==> src/hdl/fwsk_pkg.sv <==
// ----------------------------------------------------------------------------
// Four wheel steering kinematics package
// Shared types, widths, constants and arithmetic helpers of the block.
// ----------------------------------------------------------------------------
package fwsk_pkg;

    localparam int CORDIC_STEPS = 28;
    localparam int ZW           = 35;   // Q30 angle accumulator, room for +-pi
    localparam int N_W          = 56;   // radicand of the square root cells
    localparam int ROOT_W       = 28;
    localparam int REM_W        = 30;
    localparam int SPD_W        = 30;   // signed rounded speed
    localparam int MAG_W        = 29;   // speed magnitude
    localparam int MAXS_W       = 15;
    localparam int DIV_STEPS    = 15;
    localparam int DIVD_W       = 44;
    localparam int CFG_W        = 16;
    localparam int CORDIC_SHIFT = 24;

    localparam logic signed [ZW-1:0] PI_Q30 = 35'sd3373259426;

    localparam logic [2:0] LIMIT_IDX = 3'd4;
    localparam logic [1:0] LAST_WHEEL = 2'd3;

    typedef enum logic [2:0] {
        OP_ACK_SYM   = 3'd0,
        OP_ACK_FRONT = 3'd1,
        OP_ACK_REAR  = 3'd2,
        OP_CRAB      = 3'd3,
        OP_SPIN      = 3'd4,
        OP_XLOCK     = 3'd5
    } op_t;

    typedef enum logic [1:0] {
        PI_NONE  = 2'd0,
        PI_PLUS  = 2'd1,
        PI_MINUS = 2'd2
    } pi_sel_t;

    typedef enum logic [1:0] {
        CFG_WHEELBASE  = 2'd0,
        CFG_TRACK      = 2'd1,
        CFG_MIN_RADIUS = 2'd2,
        CFG_MAX_SPEED  = 2'd3
    } cfg_idx_t;

    // Control that travels with each vector through the CORDIC / root cells.
    typedef struct packed {
        logic       valid;
        logic [2:0] idx;
        logic       neg;
        logic       zero;
        pi_sel_t    pi_sel;
        logic [2:0] op;
    } cell_tag_t;

    // Control and finished fields that travel with each wheel through the divider.
    typedef struct packed {
        logic        valid;
        logic [1:0]  idx;
        logic        neg;
        logic        limited;
        logic [15:0] ang;
        logic [15:0] spd;
    } div_tag_t;

    function automatic logic [31:0] atan_q30(input int step);
        logic [31:0] a;
        case (step)
            0:  a = 32'h3243F6A8;
            1:  a = 32'h1DAC6705;
            2:  a = 32'h0FADBAFC;
            3:  a = 32'h07F56EA6;
            4:  a = 32'h03FEAB76;
            5:  a = 32'h01FFD55B;
            6:  a = 32'h00FFFAAA;
            7:  a = 32'h007FFF55;
            8:  a = 32'h003FFFEA;
            9:  a = 32'h001FFFFD;
            10: a = 32'h000FFFFF;
            11: a = 32'h0007FFFF;
            12: a = 32'h0003FFFF;
            13: a = 32'h0001FFFF;
            14: a = 32'h0000FFFF;
            15: a = 32'h00007FFF;
            16: a = 32'h00003FFF;
            17: a = 32'h00001FFF;
            18: a = 32'h00000FFF;
            19: a = 32'h000007FF;
            20: a = 32'h000003FF;
            21: a = 32'h000001FF;
            22: a = 32'h000000FF;
            23: a = 32'h0000007F;
            24: a = 32'h0000003F;
            25: a = 32'h0000001F;
            26: a = 32'h0000000F;
            27: a = 32'h00000007;
            default: a = '0;
        endcase
        return a;
    endfunction

    // Shift right with rounding to nearest, ties away from zero (s >= 1).
    function automatic logic signed [32:0] round_len(input logic signed [32:0] v,
                                                     input int s);
        logic [32:0] mag;
        logic [32:0] r;
        mag = v[32] ? 33'(-v) : 33'(v);
        r = (mag + (33'(1) << (s - 1))) >> s;
        return v[32] ? -$signed(r) : $signed(r);
    endfunction

    // Q30 angle to output units: round half away from zero, saturate to +-32767.
    function automatic logic signed [15:0] angle_round(input logic signed [ZW-1:0] v,
                                                       input int s);
        logic [ZW-1:0] mag;
        logic [ZW-1:0] r;
        logic signed [15:0] a;
        mag = v[ZW-1] ? ZW'(-v) : ZW'(v);
        r = (mag + (ZW'(1) << (s - 1))) >> s;
        if (r > ZW'(32767)) begin
            r = ZW'(32767);
        end
        a = $signed(r[15:0]);
        return v[ZW-1] ? -a : a;
    endfunction

endpackage

==> src/hdl/fwsk_div_cell.sv <==
// ----------------------------------------------------------------------------
// Four wheel steering kinematics divider cell
// One restoring quotient bit of the speed scaling division, registered.
// ----------------------------------------------------------------------------
module fwsk_div_cell #(
    parameter int BIT = 0
) (
    input  logic                                 clk,
    input  logic                                 rst_n,
    input  fwsk_pkg::div_tag_t                   tag_in,
    input  logic [fwsk_pkg::DIVD_W-1:0]          d_in,
    input  logic [fwsk_pkg::MAG_W-1:0]           m_in,
    input  logic [fwsk_pkg::DIV_STEPS-1:0]       q_in,
    output fwsk_pkg::div_tag_t                   tag_out,
    output logic [fwsk_pkg::DIVD_W-1:0]          d_out,
    output logic [fwsk_pkg::MAG_W-1:0]           m_out,
    output logic [fwsk_pkg::DIV_STEPS-1:0]       q_out
);

    logic                                 valid_reg;
    fwsk_pkg::div_tag_t                   tag_reg;
    logic [fwsk_pkg::DIVD_W-1:0]          d_reg, d_next;
    logic [fwsk_pkg::MAG_W-1:0]           m_reg;
    logic [fwsk_pkg::DIV_STEPS-1:0]       q_reg, q_next;
    logic [fwsk_pkg::DIVD_W-1:0]          m_sh;

    always_comb
    begin
        m_sh = fwsk_pkg::DIVD_W'(m_in) << BIT;
        if (d_in >= m_sh) begin
            d_next = d_in - m_sh;
            q_next = q_in | (fwsk_pkg::DIV_STEPS'(1) << BIT);
        end else begin
            d_next = d_in;
            q_next = q_in;
        end
    end

    always_ff @(posedge clk or negedge rst_n)
    begin
        if (!rst_n) begin
            valid_reg <= 1'b0;
        end else begin
            valid_reg <= tag_in.valid;
        end
    end

    always_ff @(posedge clk)
    begin
        tag_reg <= tag_in;
        d_reg   <= d_next;
        m_reg   <= m_in;
        q_reg   <= q_next;
    end

    always_comb
    begin
        tag_out       = tag_reg;
        tag_out.valid = valid_reg;
    end

    assign d_out = d_reg;
    assign m_out = m_reg;
    assign q_out = q_reg;

endmodule

==> config.mk <==
export PLATFORM = sky130hd
export DESIGN_NAME = fwsk_div_cell
export DESIGN_NICKNAME = d
export VERILOG_FILES = /design/src/hdl/fwsk_pkg.sv /design/src/hdl/fwsk_div_cell.sv
export SDC_FILE = /design/constraint.sdc
export NUM_CORES = 1
export LEC_CHECK = 0
export BUFFER_PORTS_ARGS = -buffer_cell sky130_fd_sc_hd__clkbuf_2
export CORE_AREA = 2 2 108 110
export CTS_CLUSTER_SIZE = 40
export DETAILED_ROUTE_END_ITERATION = 7
export DIE_AREA = 0 0 110 112
export PLACE_DENSITY_LB_ADDON = 0.1
export SYNTH_ARGS = -nofsm -noshare
export SYNTH_HDL_FRONTEND = slang
export SYNTH_SLANG_ARGS = --single-unit
export TNS_END_PERCENT = 1
==> constraint.sdc <==
create_clock -name clk -period 0.8 [get_ports clk]
set_input_delay 0.12 -clock clk [delete_from_list [all_inputs] [get_ports clk]]
set_output_delay 0.12 -clock clk [all_outputs]
set_load 0.005 [all_outputs]
==> flow_summary.toml <==
[floorplan]
std_cell_rows = 39
die_h_um = 112
floorplan.die_area_mm2 = 0.0123
number_of_placed_i_o_pins = 252
chipWidth_um = 110
core-area_mm2 = 0.0112
initial_core_util_pct = 44.9

[cells_and_area]
layout_commonest_cell = "sky130_fd_sc_hd__clkbuf_2"
layout-drive-gt1-share_pct = 54.0
largest_reg_flops = 44
post_layout_nonfiller_instances = 1198
n_fill_cell = 545
multiInputGateArea_mm2 = 0.00254
sequential_cell_area_mm2 = 0.00260
layout.cells.most_common_list = "189 x sky130_fd_sc_hd__clkbuf_2, 152 x sky130_fd_sc_hd__buf_4, 104 x sky130_fd_sc_hd__dlygate4sd3_1, 76 x sky130_fd_sc_hd__dfxtp_2, 55 x sky130_fd_sc_hd__a21oi_1"
nNetsFinal = 1198
area_growth_syn_to_layout_pct = 95.9

[synthesis]
unique_cell_type_count_in_the_yosys_netlist = 57
synthesis.area_mm2 = 0.00501
syn-mean-instance-area_um2 = 9.44
yosys_warning_count = 0
synth_nets = 688
synthArstFlopShare_pct = 0.800
synthesis.instances = 531
synth_enable_flop_cells = 0
synth_sequential_area_ratio_pct = 50.0
synth_ff_type = "sky130_fd_sc_hd__dfxtp_1"
postSynthRegisterBits = 125

[worst_setup_path]
setup.worst_path.class = "in -> reg"
end_kind = "flip-flop"
slowest_stage_delay_cp_ns = 0.53
crit_required_ns = 1.08
worstPathMaxFanout = 5
arrival_ns = 2.78
startpoint_type = "input pin"
worstPathCellList = "clkbuf_2 > inv_1 > ha_1 > a21oi_1 > o21ai_0 > a41oi_2 > o21ai_2 > o21a_1 > nor3b_4 > a2111oi_2 > xor2_1"
path_delay_family = "compound AO/OA/AOI/OAI gates"
critPathBufInv = 2
critical-path-slowest-cell = "sky130_fd_sc_hd__a2111oi_2"

[sta]
final-hold-violation-count = 1
final.hold.worst_slack_ns = -0.00393
layout_worst_path_cycle_share_pct = 312
timing_max_transition_violations_final = 0
fmaxAchievable_ghz = 0.401
postLayoutSetupSlackWorst_ns = -1.69
tightest_slew_ns = 0.622
timing.final.setup_violations = 170
relSlewSlack_pct = 58.2
rsz_0062_raised_after_global_routing = "yes"
layout_min_cycle_time_ns = 2.49

[power]
leakage_nw = 4.77
total_power_mw = 20.3
power_per_cell_area_mw_per_mm2 = 2060
worst_ir_drop_vdd_mv = 1.49

[clocking]
clkTransAtPathRegs_ns = 0.07
cts.path.max_buffers = 2
cts_inserted_buffers = 17
cts_max_level = 4
clock_tree.root_cell = "sky130_fd_sc_hd__clkbuf_16"
clock-sinks = 125
cts_tree = "built"

[global_routing]
track_usage_pct = 35.6
antenna_found_initial = 1
grt_max_degree = 24
number_of_global_route_vias_before_repair = 6486
grt_pass1_wl_um = 33300
overflow_left_after_global_routing = 0

[routing]
drt-initial-drc-count = 445
drt.antenna.violating_nets = 0
detailroute.via_count = 6469
remaining_drc_errors = 0
via_per_inst = 5.40
wirelength_um = 25300
wire_per_inst_um = 21.2
drt-pass1-iter-count = 7

[placement]
place.detailed.instances = 1058
place_ws_ns = -2.00
place.gp.congestion = 0.898
dpl.hpwl_um = 13400
port_buffers = 251

[run]
cap_violations = 0

[worst_hold_path]
hold_path.class = "in -> async"

[run_status]
failed_checks = "hold timing, setup timing"
result_of_the_run = "finished, violations left"
[Yosys cell counts (all sizes together) (8+ instances only)]
cell type,n,area share [%]
buf,9,1.2
nor2,45,3.4
clkbuf,11,0.82
xnor2,18,3.1
nor4,8,1.2
xor2,23,4.0
a21oi,60,6.0
o21ai,27,2.7
nand4,15,2.0
inv,38,2.8
nor3,10,1.0
ha,29,7.2
dfxtp,124,50
nand2,40,3.0
[worst paths after layout]
path,start,to,slack [ns],cells past startpoint
setup / recovery,m_in[4],d_out[41],-1.69,11
hold / removal,rst_n,valid_reg,-0.004,2
max in group asynchronous,rst_n,valid_reg,0.70,2
min in group clk,d_in[35],d_out[35],0,3
[stage by stage]
stage          TNS [ns]  instance area [um^2]  hold WS (ns)  util (%)
6_report         -93.47                  9820      -0.00393      87.9
5_1_grt         -102.66                  9820      -0.00345      87.9
3_3_place_gp     -80.34                  7670        -0.105      68.6
3_5_place_dp     -83.08                  7670        -0.105      68.6
2_1_floorplan    -60.72                  5140        -0.176         -
4_1_cts          -81.28                  9460       -0.0212      84.7
[report_power, final]
group	total, mW	leakage (nW)	internal (mW)	switching (mW)
clock network	8.30	0.295	4.98	3.32
logic	4.75	3.42	2.56	2.19
registers	7.22	1.06	6.93	0.286
[final cells by class]
type | instances | share of cell area [%]
timing repair buffer | 511 | 38.1
sequential | 125 | 26.5
multi-input combinational | 348 | 25.8
clock buffer | 18 | 4.37
clock inverter | 14 | 1.89
tap | 143 | 1.82
inverter | 38 | 1.48
antenna | 1 | 0.0255
[cells by family (layout without fill, tap and decap cells)]
family | count (synthesis) | after routing | share of synthesized area (%)
AND/OR/NAND/NOR | 154 | 154 | 15.6
adder cells (fa/ha/maj) | 30 | 30 | 7.64
multiplexers | 1 | 1 | 0.225
XOR/XNOR | 41 | 41 | 7.16
AO/OA/AOI/OAI | 122 | 122 | 14.5
buffers and inverters | 58 | 581 | 4.87
flip-flops | 125 | 125 | 50.0
other | 0 | 1 | 0
[routing by layer]
layer / up-vias / track usage (%) / share of wire [%]
met5: - / 0 / 0
met2: 472 / 59.6 / 48
li1: 2855 / - / -
met3: 151 / 11.2 / 9.9
met4: 0 / 22.2 / 7.2
met1: 2991 / 38.2 / 35
[what timing repair did]
item	in CTS	in global routing
gates resized for setup	49	161
endpoints found under the hold margin	104	1
pin swaps	4	3
setup buffers	3	0
hold buffers	103	1
endpoints found under the setup margin	170	170
(Power assumes the default switching activity.)
