File: src/hdl/fwsk_pkg.sv
// ----------------------------------------------------------------------------
// Four wheel steering kinematics package
// Shared types, widths, constants and arithmetic helpers of the block.
// ----------------------------------------------------------------------------
package fwsk_pkg;

    localparam int CORDIC_STEPS = 28;
    localparam int ZW           = 35;   // Q30 angle accumulator, room for +-pi
    localparam int N_W          = 56;   // radicand of the square root cells
    localparam int ROOT_W       = 28;
    localparam int REM_W        = 30;
    localparam int SPD_W        = 30;   // signed rounded speed
    localparam int MAG_W        = 29;   // speed magnitude
    localparam int MAXS_W       = 15;
    localparam int DIV_STEPS    = 15;
    localparam int DIVD_W       = 44;
    localparam int CFG_W        = 16;
    localparam int CORDIC_SHIFT = 24;

    localparam logic signed [ZW-1:0] PI_Q30 = 35'sd3373259426;

    localparam logic [2:0] LIMIT_IDX = 3'd4;
    localparam logic [1:0] LAST_WHEEL = 2'd3;

    typedef enum logic [2:0] {
        OP_ACK_SYM   = 3'd0,
        OP_ACK_FRONT = 3'd1,
        OP_ACK_REAR  = 3'd2,
        OP_CRAB      = 3'd3,
        OP_SPIN      = 3'd4,
        OP_XLOCK     = 3'd5
    } op_t;

    typedef enum logic [1:0] {
        PI_NONE  = 2'd0,
        PI_PLUS  = 2'd1,
        PI_MINUS = 2'd2
    } pi_sel_t;

    typedef enum logic [1:0] {
        CFG_WHEELBASE  = 2'd0,
        CFG_TRACK      = 2'd1,
        CFG_MIN_RADIUS = 2'd2,
        CFG_MAX_SPEED  = 2'd3
    } cfg_idx_t;

    // Control that travels with each vector through the CORDIC / root cells.
    typedef struct packed {
        logic       valid;
        logic [2:0] idx;
        logic       neg;
        logic       zero;
        pi_sel_t    pi_sel;
        logic [2:0] op;
    } cell_tag_t;

    // Control and finished fields that travel with each wheel through the divider.
    typedef struct packed {
        logic        valid;
        logic [1:0]  idx;
        logic        neg;
        logic        limited;
        logic [15:0] ang;
        logic [15:0] spd;
    } div_tag_t;

    function automatic logic [31:0] atan_q30(input int step);
        logic [31:0] a;
        case (step)
            0:  a = 32'h3243F6A8;
            1:  a = 32'h1DAC6705;
            2:  a = 32'h0FADBAFC;
            3:  a = 32'h07F56EA6;
            4:  a = 32'h03FEAB76;
            5:  a = 32'h01FFD55B;
            6:  a = 32'h00FFFAAA;
            7:  a = 32'h007FFF55;
            8:  a = 32'h003FFFEA;
            9:  a = 32'h001FFFFD;
            10: a = 32'h000FFFFF;
            11: a = 32'h0007FFFF;
            12: a = 32'h0003FFFF;
            13: a = 32'h0001FFFF;
            14: a = 32'h0000FFFF;
            15: a = 32'h00007FFF;
            16: a = 32'h00003FFF;
            17: a = 32'h00001FFF;
            18: a = 32'h00000FFF;
            19: a = 32'h000007FF;
            20: a = 32'h000003FF;
            21: a = 32'h000001FF;
            22: a = 32'h000000FF;
            23: a = 32'h0000007F;
            24: a = 32'h0000003F;
            25: a = 32'h0000001F;
            26: a = 32'h0000000F;
            27: a = 32'h00000007;
            default: a = '0;
        endcase
        return a;
    endfunction

    // Shift right with rounding to nearest, ties away from zero (s >= 1).
    function automatic logic signed [32:0] round_len(input logic signed [32:0] v,
                                                     input int s);
        logic [32:0] mag;
        logic [32:0] r;
        mag = v[32] ? 33'(-v) : 33'(v);
        r = (mag + (33'(1) << (s - 1))) >> s;
        return v[32] ? -$signed(r) : $signed(r);
    endfunction

    // Q30 angle to output units: round half away from zero, saturate to +-32767.
    function automatic logic signed [15:0] angle_round(input logic signed [ZW-1:0] v,
                                                       input int s);
        logic [ZW-1:0] mag;
        logic [ZW-1:0] r;
        logic signed [15:0] a;
        mag = v[ZW-1] ? ZW'(-v) : ZW'(v);
        r = (mag + (ZW'(1) << (s - 1))) >> s;
        if (r > ZW'(32767)) begin
            r = ZW'(32767);
        end
        a = $signed(r[15:0]);
        return v[ZW-1] ? -a : a;
    endfunction

endpackage

File: src/hdl/fwsk_cell.sv
// ----------------------------------------------------------------------------
// Four wheel steering kinematics cell
// One CORDIC vectoring step and one square root digit, registered.
// ----------------------------------------------------------------------------
module fwsk_cell #(
    parameter int STEP = 0,
    parameter int CW   = 49
) (
    input  logic                                  clk,
    input  logic                                  rst_n,
    input  fwsk_pkg::cell_tag_t                   tag_in,
    input  logic signed [CW-1:0]                  x_in,
    input  logic signed [CW-1:0]                  y_in,
    input  logic signed [fwsk_pkg::ZW-1:0]        z_in,
    input  logic [fwsk_pkg::N_W-1:0]              n_in,
    input  logic [fwsk_pkg::REM_W-1:0]            rem_in,
    input  logic [fwsk_pkg::ROOT_W-1:0]           root_in,
    output fwsk_pkg::cell_tag_t                   tag_out,
    output logic signed [CW-1:0]                  x_out,
    output logic signed [CW-1:0]                  y_out,
    output logic signed [fwsk_pkg::ZW-1:0]        z_out,
    output logic [fwsk_pkg::N_W-1:0]              n_out,
    output logic [fwsk_pkg::REM_W-1:0]            rem_out,
    output logic [fwsk_pkg::ROOT_W-1:0]           root_out
);

    logic                                  valid_reg;
    fwsk_pkg::cell_tag_t                   tag_reg;
    logic signed [CW-1:0]                  x_reg, x_next;
    logic signed [CW-1:0]                  y_reg, y_next;
    logic signed [fwsk_pkg::ZW-1:0]        z_reg, z_next;
    logic [fwsk_pkg::N_W-1:0]              n_reg;
    logic [fwsk_pkg::REM_W-1:0]            rem_reg, rem_next;
    logic [fwsk_pkg::ROOT_W-1:0]           root_reg, root_next;
    logic signed [CW-1:0]                  dx, dy;
    logic signed [fwsk_pkg::ZW-1:0]        step_angle;
    logic [fwsk_pkg::REM_W-1:0]            rem_sh, trial;

    // Rotate toward the x axis; the arithmetic shift rounds toward minus infinity.
    always_comb
    begin
        dx = y_in >>> STEP;
        dy = x_in >>> STEP;
        step_angle = $signed({3'b000, fwsk_pkg::atan_q30(STEP)});
        if (!y_in[CW-1]) begin
            x_next = x_in + dx;
            y_next = y_in - dy;
            z_next = z_in + step_angle;
        end else begin
            x_next = x_in - dx;
            y_next = y_in + dy;
            z_next = z_in - step_angle;
        end
    end

    // One result bit of the restoring square root.
    always_comb
    begin
        rem_sh = {rem_in[fwsk_pkg::REM_W-3:0], n_in[fwsk_pkg::N_W-1 -: 2]};
        trial  = {root_in, 2'b01};
        if (rem_sh >= trial) begin
            rem_next  = rem_sh - trial;
            root_next = {root_in[fwsk_pkg::ROOT_W-2:0], 1'b1};
        end else begin
            rem_next  = rem_sh;
            root_next = {root_in[fwsk_pkg::ROOT_W-2:0], 1'b0};
        end
    end

    always_ff @(posedge clk or negedge rst_n)
    begin
        if (!rst_n) begin
            valid_reg <= 1'b0;
        end else begin
            valid_reg <= tag_in.valid;
        end
    end

    always_ff @(posedge clk)
    begin
        tag_reg  <= tag_in;
        x_reg    <= x_next;
        y_reg    <= y_next;
        z_reg    <= z_next;
        n_reg    <= n_in << 2;
        rem_reg  <= rem_next;
        root_reg <= root_next;
    end

    always_comb
    begin
        tag_out       = tag_reg;
        tag_out.valid = valid_reg;
    end

    assign x_out    = x_reg;
    assign y_out    = y_reg;
    assign z_out    = z_reg;
    assign n_out    = n_reg;
    assign rem_out  = rem_reg;
    assign root_out = root_reg;

endmodule

File: config.mk
export PLATFORM = sky130hd
export DESIGN_NAME = fwsk_cell
export DESIGN_NICKNAME = d
export VERILOG_FILES = /design/src/hdl/fwsk_pkg.sv /design/src/hdl/fwsk_cell.sv
export SDC_FILE = /design/constraint.sdc
export NUM_CORES = 1
export LEC_CHECK = 0
export BUFFER_PORTS_ARGS = -buffer_cell sky130_fd_sc_hd__buf_4
export CAP_MARGIN = 40
export CORE_MARGIN = 1
export CORE_UTILIZATION = 40
export DETAILED_ROUTE_END_ITERATION = 6
export HOLD_SLACK_MARGIN = 0.05
export PLACE_DENSITY = 0.6
export SLEW_MARGIN = 20
export SYNTH_ARGS = -nofsm -noshare
export SYNTH_HDL_FRONTEND = slang
export SYNTH_SLANG_ARGS = --single-unit
export TNS_END_PERCENT = 5
File: constraint.sdc
create_clock -name clk -period 1 [get_ports clk]
set_input_delay 0.1 -clock clk [delete_from_list [all_inputs] [get_ports clk]]
set_output_delay 0.1 -clock clk [all_outputs]
set_load 0.01 [all_outputs]
==> impl_metrics.ini <==
[route]
vias = 23700
first_pass_iters = 6
avgViaCountPerCell = 5.64
wl_per_cell_um = 23.9
ant_nets = 0
drt-initial-drc-count = 2364
drcViolationCount = 0
wl_mm = 101

[final_layout]
nets = 4047
multi_input_area_mm2 = 0.0133
final_util_pct = 77.8
drive_gt1_share_pct = 51.4
largest_reg_flops = 54
seq_area_mm2 = 0.00531
fillCellCount = 2851
area_growth_pct = 91.8

[global_route]
grt_pass1_vias = 23400
grt_use_total_pct = 38.8
gr-usage-met1_pct = 45.7
grt_overflow = 0
grt.busiest_layer = met2
grt_pass1_wl_mm = 134
antenna_found_initial = 19
grt_use_met2_pct = 64.8
grtUsageMet3_pct = 7.06
grt_max_degree = 59

[sta]
timing.fmax_mhz = 398
final-hold-violation-count = 4
min_period_over_period_pct = 251
setup_slack_ps = -1510
whs_ps = -19.9
period_minus_slack_ps = 2510
setup_viol = 405
slew_headroom_pct = 54.4
rsz0062_at_grt = true
worst_slew_pin_slew_ps = 677
slew_viol_final = 0
setup_tns_ps = -189770

[floorplanning]
num_rows = 76
dieArea_mm2 = 0.0446
ios = 518
die_x_um = 211
core-area_mm2 = 0.0432
start_util_pct = 40.6
fp.dieH_um = 211

[critical_path]
cp_cell_sequence = buf_4, inv_1, ha_4, a21o_1, nand2_1, and3_4, or3_4, a31o_1, o221a_4, o41ai_2, a21o_1, buf_4, buf_16, mux2_1
crit_type = in2reg
cpPeakStageDelay_ps = 350
start_kind = input port
arrival_ps = 2960
cp_num_buf_inv = 4
critical-path-slowest-cell = mux2_1
end_kind = flip-flop
cp-startpoint = root_in[2]
critPathMaxFanout = 12
crit_family = compound AO/OA/AOI/OAI gates
required_ps = 1450

[logic_synthesis]
avgSynthCellArea_um2 = 8.08
ys.flop_type = dfxtp_1
synth_edf_count = 0
yosysWarnings = 0
synthArstFlopShare_pct = 0.392
ys_seq_elements = 255
yosysUniqueCellTypes = 76
synth.cell_area_mm2 = 0.0175
yosysSeqAreaShare_pct = 29.2
synthCells = 2167

[outcome]
violations = hold timing, setup timing
outcome = finished with violations

[placed_design]
place_hpwl_mm = 64.7
gp_congestion = 1.01
dp_slack_ps = -2420
portBuffers = 513

[clocking]
cts_sinks = 255
cts_tree = built
path_clk_slew_ps = 70
holdBufCountCts = 156
clk_path_buf_depth = 3
cts_made_buffers = 29
cts_root_buf = clkbuf_16
htreeDepth = 1

[min_path]
worstHoldPathCells = 4
min_from = z_in[30]
min_to = z_out[30]
hold_class = in2reg

[power_and_ir_drop]
ir_drop_uv = 1610
p_total_mw = 46.6
p_per_area_mw_per_mm2 = 1390
power.leakage_nw = 16.0

[job]
maxCapViolCount = 0
==> kinds of logic (layout without fill, tap and decap cells) <==
kind of cell | Yosys count | count (layout) | synth area share [%]
muxes | 47 | 47 | 2.89
and+or+nand+nor | 523 | 523 | 14.2
buffers and inverters | 285 | 1719 | 6.37
other | 1 | 21 | 0.0214
adders and majority gates | 208 | 208 | 15.0
AOI/OAI and AO/OA | 699 | 699 | 24.9
DFF | 255 | 255 | 29.2
xor gates and xnor gates | 149 | 149 | 7.45
==> Yosys cell counts, types with 9 or more instances <==
library cell / instances / area share (%)
nor2b_1: 28 / 1.0
nor2_1: 170 / 3.6
dfxtp_1: 254 / 29
nand4_1: 37 / 1.3
a31oi_1: 20 / 0.71
or3_1: 15 / 0.54
ha_1: 204 / 15
inv_1: 198 / 4.2
buf_1: 13 / 0.28
o211ai_1: 22 / 0.94
o21a_1: 27 / 1.2
and3_1: 12 / 0.43
nand2b_1: 21 / 0.75
o2111ai_1: 9 / 0.45
mux2i_1: 18 / 1.0
nand3_1: 35 / 1.0
a21oi_1: 246 / 7.0
mux2_1: 24 / 1.5
xnor2_1: 119 / 6.0
nor3_1: 38 / 1.1
o31ai_1: 26 / 1.1
a21o_1: 65 / 2.8
nand2_1: 123 / 2.6
clkbuf_1: 60 / 1.3
o21ai_0: 147 / 4.2
o21bai_1: 37 / 1.6
xor2_1: 30 / 1.5
nor4_1: 16 / 0.57
a211oi_1: 20 / 0.86
==> how the worst max path moves through the flow <==
stage,endpoint,slack (ps),cells after the start
CTS,x_out[46],-1350,17
global placement,x_out[32],-2420,15
global route,rem_out[20],-1600,14
finish,rem_out[10],-1510,14
detailed placement,x_out[32],-2420,15
floorplan,z_out[33],-1710,14
==> final cells by class <==
| class | count | area share (%) |
|---|---|---|
| antenna | 19 | 0.142 |
| clock buffer | 37 | 2.43 |
| clock inverter | 17 | 0.652 |
| inverter | 200 | 2.34 |
| multi-input combinational | 1628 | 39.6 |
| sequential | 255 | 15.8 |
| tap | 585 | 2.18 |
| timing repair buffer | 1465 | 36.9 |
==> power by group <==
part           leakage [nW]  internal, mW  switching (mW)  total, mW
clock                 0.503          6.85            5.06       11.9
sequential             2.16          12.1           0.926       13.0
combinational          13.3          11.1            10.6       21.7
==> stage by stage <==
stage | instances | area [um2]
final | 4206 | 33600
after global routing | 4202 | 33600
after CTS | 4179 | 32600
after detailed placement | 3938 | 27600
after global placement | 3938 | 27600
after floorplan | 2168 | 17700
==> per-layer routing <==
metal,wire length (um),vias to the layer above
met4,8460,6
met2,44900,1510
met3,9540,555
met5,112,-
li1,-,10500
met1,37600,11200
==> placed cells by master (no fill, tap or decap), types with 65 or more instances in the layout <==
master	n
buf_4	1079
buf_6	213
a21oi_1	197
inv_1	179
nor2_1	157
dlygate4sd3_1	156
dfxtp_2	155
ha_1	151
xnor2_1	112
nand2_1	112
dfxtp_1	98
o21ai_0	84
a21o_1	65
==> repair_timing <==
action	4_1_cts	5_1_grt
gates resized for setup	556	288
hold endpoints to repair	179	10
setup buffers	34	9
pin swaps	142	56
setup endpoints to repair	410	409
gates cloned	1	1
(Power assumes the default switching activity.)
